$ cat src/sv/lrse_ram.sv
// Generic single-write, single-read memory with a registered read port.
module lrse_ram #(
    parameter int WIDTH = 8,
    parameter int DEPTH = 64,
    localparam int AW = (DEPTH > 1) ? $clog2(DEPTH) : 1
) (
    input  logic             aclk,
    input  logic             wr_en,
    input  logic [AW-1:0]    wr_addr,
    input  logic [WIDTH-1:0] wr_data,
    input  logic             rd_en,
    input  logic [AW-1:0]    rd_addr,
    output logic [WIDTH-1:0] rd_data
);

    logic [WIDTH-1:0] mem [DEPTH];

    // Write port and registered read port; the read data holds between reads.
    always_ff @(posedge aclk) begin
        if (wr_en) begin
            mem[wr_addr] <= wr_data;
        end
        if (rd_en) begin
            rd_data <= mem[rd_addr];
        end
    end

endmodule

$ cat config.mk
export PLATFORM = sky130hd
export DESIGN_NAME = lrse_ram
export DESIGN_NICKNAME = d
export VERILOG_FILES = /design/src/sv/lrse_ram.sv
export SDC_FILE = /design/constraint.sdc
export NUM_CORES = 1
export LEC_CHECK = 0
export CORE_MARGIN = 5
export CORE_UTILIZATION = 32
export CTS_CLUSTER_DIAMETER = 80
export DETAILED_ROUTE_END_ITERATION = 12
export DONT_BUFFER_PORTS = 1
export GPL_TIMING_DRIVEN = 0
export PLACE_DENSITY = 0.53
export SYNTH_ARGS = -nofsm -noshare
export SYNTH_HDL_FRONTEND = slang
export SYNTH_SLANG_ARGS = --single-unit
$ cat constraint.sdc
create_clock -name aclk -period 3.1 [get_ports aclk]
set_input_delay 0.31 -clock aclk [delete_from_list [all_inputs] [get_ports aclk]]
set_output_delay 0.31 -clock aclk [all_outputs]
set_load 0.02 [all_outputs]
# After elaboration in Yosys (flattened, before gate mapping)
# Memories as Yosys holds them, arrays and structs flattened. A register that Yosys moved wholly into a read port is not among the register bits.
# Cells that the tools add are included.
dict set report op_classes {
  n_shift 0
  reduce_logical 0
  div_mod_pow 0
  bitwise 0
  order_cmp 0
  muxes 2
  eq_ne 0
  n_mul 0
  addsub 0
}
# cell n
set ops {}
lappend ops {{two-way mux 1 bit} 2}
dict set report totals {
  latchBits 0
  memories 1
  reg_bits 0
  mem_bits_rw 512
  mem_bits_ro 0
  elab_cells 3
}
# name words width rd rd_ports_with_merged_regs wr line
set memory_table {}
lappend memory_table {mem 64 8 1 1 1 16} ;# logic [WIDTH-1:0] mem [DEPTH];

# Depth between registers and ports, before layout
# Gate-level depths: netlist of run 1.
dict set report logic_depth {
  depth_word 2
  depth_mapped 9
  depth_no_buf 5
}

# Worst setup path after synthesis of run 1
# Ideal clock, no wire load.
dict set report synth_path {
  path_type {input to register}
  from {in rd_addr[1]}
  to {reg rd_data[3], read port of mem (data pin)}
  path_slack_ns 0.984
  arrival_ns 1.850
  required_time_ns 2.834
  path_buffers 3
  path_stages 7
  setup_time_ns 0.266
  path_cell_list {buf_4 > buf_2 > buf_2 > mux4_2 > mux4_2 > o21ai_1 > o41ai_1}
}
# element line
set synth_rtl {}
lappend synth_rtl {{start, declared} 12} ;# input logic [AW-1:0] rd_addr,
lappend synth_rtl {{end, declared} 13} ;# output logic [WIDTH-1:0] rd_data

==> results of run 1 <==
==> power by group through the flow <==
stage,registers (mW),clock network (mW),logic (mW)
2_1_floorplan,7.97,0,0.415
5_1_grt,7.82,6.67,0.828
3_3_place_gp,7.97,0,0.641
3_5_place_dp,7.97,0,0.643
6_report,7.82,6.24,0.784
4_1_cts,7.82,6.38,0.794
==> synth_stat cells (6+ instances only) <==
| library cell | instances | area, µm² |
|---|---|---|
| nand2b_1 | 7 | 43.8 |
| mux4_2 | 126 | 2840 |
| edfxtp_1 | 520 | 15600 |
| nand2_1 | 19 | 71.3 |
| a221oi_1 | 6 | 52.6 |
| nor2b_1 | 14 | 87.6 |
| nand3_1 | 13 | 65.1 |
| o22ai_1 | 8 | 50.1 |
| buf_4 | 13 | 97.6 |
| nor3_1 | 7 | 35.0 |
| clkbuf_1 | 17 | 63.8 |
| mux2_2 | 13 | 146 |
| mux2i_1 | 23 | 230 |
| o221ai_1 | 8 | 70.1 |
| nor2_1 | 83 | 312 |
| buf_2 | 11 | 55.1 |
==> cells by family after synthesis <==
group / Yosys count / synth area share [%]
AO/OA/AOI/OAI: 54 / 2.06
buffers and inverters: 51 / 1.56
flip-flops: 520 / 77.1
multiplexers: 162 / 15.9
AND/OR/NAND/NOR: 153 / 3.37
==> layout make-up <==
class | count | area (µm²) | area share, %
Buffer | 51 | 317 | 1.36
Timing Repair Buffer | 9 | 230 | 0.991
Multi-Input combinational cell | 369 | 4330 | 18.6
Sequential cell | 520 | 15600 | 67.2
Clock inverter | 33 | 258 | 1.11
Antenna cell | 2 | 5.00 | 0.0215
Tap cell | 846 | 1060 | 4.56
Clock buffer | 68 | 1430 | 6.13
==> critical path, delay by kind of cell <==
family          cells  cell delay, ps
compound gates      3            1230
buf+inv             4            1550
==> worst paths after layout <==
kind         startpoint  slack, ps         end  cells after the start
max          rd_addr[2]        250  rd_data[3]                      7
min          wr_data[5]         80  mem[37][5]                      1
max reg2reg   mem[3][5]        550  rd_data[5]                      4
min reg2reg  mem[23][2]        960  rd_data[2]                      4
==> registers in the layout, indices dropped and copies added, names as in the netlist <==
name / cells
mem: 512
rd_data: 8
==> per-layer routing <==
layer  routed length (µm)  part of all wire, %  GRT usage [%]
met1                22000                   43           20.6
met2                24200                   47           23.9
met3                 3590                  7.0           4.02
met4                 1350                  2.6           4.00
met5                    0                    0              0
==> metrics by stage <==
step	power (mW)	util, %	std cells
CTS	15.0	37.0	1896
detailed placement	8.62	33.9	1786
global route	15.3	37.0	1896
finish	14.9	37.0	1898
global placement	8.61	33.9	1786
floorplan	8.38	-	940
==> what timing repair did <==
item | CTS | global route
hold buffers | 9 | 0
hold endpoints to repair | 520 | 0
setup endpoints to repair | 0 | 0
==> metrics.cfg, run 1 <==
[timing]
post-route-min-period_ps=2850
tightestPinTransition_ps=1140
rsz0062_at_grt=false
whs_ps=80.9
fin_worst_skew_ps=32.2
drv_slew=0
finalSetupViolCount=0
fin_ws_ps=255
slew-limit-headroom_pct=24.3
setup-tns-final_ps=0
finalCritPeriodShare_pct=91.8
fmax_mhz=351
final-hold-violation-count=0

[setup_path]
arrival_ps=3110
criticalPathCategory=in -> reg
cp-start-kind=input port
end_kind=register
path_common_cell=buf_2
cp_max_fo=10
cpMaxStageDelayCell=o41ai_1
cp_cell_sequence=buf_2, buf_4, clkbuf_1, buf_2, o221ai_1, o21a_1, o41ai_1
cpPeakStageDelay_ps=820
required_ps=3370

[cells_and_area]
mostFrequentLayoutCells=520 x edfxtp_1, 126 x mux4_2, 83 x nor2_1, 55 x clkbuf_16, 30 x clkbuf_1
layout_commonest_cell=edfxtp_1
nFillCells=5763
area_growth_pct=14.8
fin_nets=1029
design_area_mm2=0.0232
layout-drive-gt1-share_pct=24.1

[power]
clkPwrFrac_pct=42.0
comb_power_share_pct=5.3
p_leak_nw=7.06
power.internal_mw=11.7
seqPwrFrac_pct=52.7
ir_worst_vdd_v=0.000436
p_sw_mw=3.19
netSwitchingFraction_pct=21.5
power_density_mw_per_mm2=639

[floorplanning]
die_y_um=262
initial_core_util_pct=32.2
die_x_um=262
die_area_mm2=0.0684
boundaryPins=31
rows=92
core-area_mm2=0.0629

[synth]
post_synth.cell_area_avg_um2=21.5
synth_seq_cells=520
synth_flop_cell=edfxtp_1
synthCells=940
synth_area_mm2=0.0202
synth_fp_nets=963
ys_seq_area_share_pct=77.1
async_reset_ff_share_pct=0
synth_cell_types=39
yosys_warnings=0
synth_enable_flop_cells=520

[cts]
cts_tree=yes
clock-sinks=520
post_cts_resized=0
clkLatencyLatePin_ps=600
ctsHtreeMaxLevel=2
cts-buffers-inserted=55
cts_root_buf=clkbuf_16
clk_pin_slew_ps=60
postCtsSetupBuffers=0
clock_path_buffers=3

[global_routing]
grt_pass1_wl_um=73100
grt_usage_pct=15.0
antenna_found_initial=2
grt_overflow=0
grt_pass1_vias=9996
grt_max_degree=65

[placement]
placed_area_mm2=0.0213
place_ws_ps=-222
gp_congestion=0.802
io_buffers=0
dp_hpwl_um=32200

[drt]
vias=9765
final_antenna_net_count=0
via_per_inst=5.14
initialDrtViolationCount=1028
drc=0
drt_wl_total_um=51200
routedWlPerCell_um=27.0
first_pass_iters=5

[hold_path]
hold_class=in -> reg

[run_status]
outcome=finished clean

[job]
drv_cap=0

(Power assumes the default switching activity.)
==> run 2, diff against run 1 <==
--- a/config.mk
+++ b/config.mk
@@ -5,13 +5,15 @@
 export SDC_FILE = /design/constraint.sdc
 export NUM_CORES = 1
 export LEC_CHECK = 0
+export BUFFER_PORTS_ARGS = -buffer_cell sky130_fd_sc_hd__buf_2
+export CELL_PAD_IN_SITES_DETAIL_PLACEMENT = 1
+export CELL_PAD_IN_SITES_GLOBAL_PLACEMENT = 1
 export CORE_MARGIN = 5
 export CORE_UTILIZATION = 32
 export CTS_CLUSTER_DIAMETER = 80
 export DETAILED_ROUTE_END_ITERATION = 12
-export DONT_BUFFER_PORTS = 1
 export GPL_TIMING_DRIVEN = 0
-export PLACE_DENSITY = 0.53
+export PLACE_DENSITY = 0.57
 export SYNTH_ARGS = -nofsm -noshare
 export SYNTH_HDL_FRONTEND = slang
 export SYNTH_SLANG_ARGS = --single-unit
==> run 2 against run 1 <==
  * Power is 1.2% lower
  * Register-to-register slack better by 250 ps
  * Sequential power hardly changed
  * Flip-flop and latch count stayed put
  * Hold slack better by 1.1 ps
  * Non-clock buffer count is 14 higher
  * Final cell count is 0.37% higher
  * Clock power is 3% lower
  * Clock skew is 3.7 ps lower
  * Utilization is 0.30 points lower
  * Die area stayed put
  * Largest cell class unchanged
==> metrics.cfg, run 2 (synthesis results as in run 1) <==
[run_status]
outcome=finished clean

[floorplanning]
die_area_mm2=0.0684  ; unchanged
boundaryPins=31  ; unchanged
die_y_um=262  ; unchanged
rows=92  ; unchanged
die_x_um=262  ; unchanged
initial_core_util_pct=32.2  ; unchanged
core-area_mm2=0.0629  ; unchanged

[power]
power_density_mw_per_mm2=637  ; -0.34%
ir_worst_vdd_v=0.000395  ; -9.5%
p_leak_nw=7.02  ; -0.56%
p_total_mw=14.7  ; -1.2%

[timing]
whs_ps=82.1  ; +1.15 ps
finalCritPeriodShare_pct=93.5  ; +1.8 points
slew-limit-headroom_pct=9.62  ; -15 points
drv_slew=0  ; unchanged
rsz0062_at_grt=false
tightestPinTransition_ps=1360  ; +220 ps
finalSetupViolCount=0  ; unchanged
fin_worst_skew_ps=28.5  ; -3.72 ps
final-hold-violation-count=0  ; unchanged
post-route-min-period_ps=2900  ; +54.4 ps
fmax_mhz=345  ; -1.9%

[cells_and_area]
mostFrequentLayoutCells=520 x edfxtp_1, 126 x mux4_2, 83 x nor2_1, 54 x clkbuf_16, 34 x buf_2
largest_reg_flops=512  ; unchanged
biggestRegsByFlops=mem (512), rd_data (8)
top_register=mem
layout_commonest_cell=edfxtp_1
fin_nets=1041  ; +1.2%
design_area_mm2=0.0230  ; -0.82%
layout-drive-gt1-share_pct=25.0  ; +0.88 points
area_growth_pct=13.8

[job]
drv_cap=0  ; unchanged

[setup_path]
criticalPathCategory=in -> reg
worst_r2r_path_depth=5  ; +1
rr_endpoint=rd_data[6]
end_kind=register
rrSetupSlack_ps=800  ; +250 ps
arrival_ps=3170  ; +60 ps
rr_startpoint=mem[21][6]
cp-start-kind=input port
cp_max_fo=10  ; unchanged
required_ps=3370  ; about the same

[cts]
clock_path_buffers=3  ; unchanged
clock-sinks=520  ; unchanged
postCtsSetupBuffers=0  ; unchanged
cts_root_buf=clkbuf_16
cts-buffers-inserted=53  ; -3.6%
clk_pin_slew_ps=60  ; about the same
ctsHtreeMaxLevel=2  ; unchanged
cts_tree=yes
clkLatencyLatePin_ps=600  ; about the same
holdBufCountCts=0  ; -9

[drt]
initialDrtViolationCount=803  ; -22%
via_per_inst=5.13  ; -0.26%
final_antenna_net_count=0  ; unchanged
drt_wl_total_um=53700  ; +5.0%
first_pass_iters=5  ; unchanged
routedWlPerCell_um=28.2  ; +4.6%
drc=0  ; unchanged
vias=9776  ; +0.11%

[global_routing]
grt_usage_pct=15.8  ; +0.81 points
grt_overflow=0  ; unchanged
grt_pass1_wl_um=77100  ; +5.5%
antenna_found_initial=3  ; +1
grt_pass1_vias=10200  ; +2.5%
grt_max_degree=65  ; unchanged

[placement]
gp_congestion=0.837  ; +4.3%
dp_hpwl_um=34400  ; +6.8%
placed_area_mm2=0.0214  ; +0.49%
io_buffers=22  ; +22

[hold_path]
hp-start=rd_en
holdPathEnd=rd_data[2]
hold_path_depth=1  ; unchanged
hold_class=in -> reg

[run 2: final cells by class]
class | instances | area (µm²)
Sequential cell | 520 | 15600
Fill cell | 6127 | 39800
Clock inverter | 27 | 205
Buffer | 51 | 317
Tap cell | 846 | 1060
Antenna cell | 2 | 5.00
Clock buffer | 67 | 1400
Multi-Input combinational cell | 369 | 4330
Timing Repair Buffer | 23 | 115
[run 2: power by group]
part           switching, mW  leakage (nW)  total [mW]  internal, mW
logic                  0.532          1.55       0.804         0.273
registers             0.0129          4.69        7.82          7.80
clock network           2.64         0.790        6.06          3.42
[run 2: worst max path at each step]
stage | start | endpoint | slack, ps | cells after the start
2_1_floorplan | rd_addr[1] | rd_data[3] | 980 | 7
3_3_place_gp | rd_addr[2] | rd_data[3] | -430 | 7
3_5_place_dp | rd_addr[2] | rd_data[5] | -440 | 7
4_1_cts | rd_addr[2] | rd_data[5] | 150 | 7
5_1_grt | rd_addr[2] | rd_data[5] | 150 | 7
6_report | rd_addr[2] | rd_data[5] | 200 | 7
[run 2: what timing repair did]
item	4_1_cts	5_1_grt
endpoints found under the setup margin	0	1
gates resized for setup	0	1
endpoints found under the hold margin	0	0
[run 2: layer usage]
metal  GRT usage, %  routed length [µm]
met1           22.4               23700
met2           25.4               25900
met3           3.14                3030
met4           3.75                1120
met5              0                  12
[run 2: worst max-delay path: stages]
cell and delay (ps):
buf_2 170, buf_4 270, clkbuf_1 630, buf_2 600
o221ai_1 250, o21a_1 190, o41ai_1 720
[run 2: metrics by stage]
| step | setup TNS, ps | instances | setup slack (ps) | util [%] |
|---|---|---|---|---|
| finish | 0 | 1905 | 200 | 36.7 |
| global route | 0 | 1903 | 145 | 36.7 |
| global placement | -1590 | 1808 | -431 | 34.1 |
| floorplan | 0 | 940 | 984 | - |
| detailed placement | -1610 | 1809 | -439 | 34.1 |
| CTS | 0 | 1903 | 149 | 36.6 |
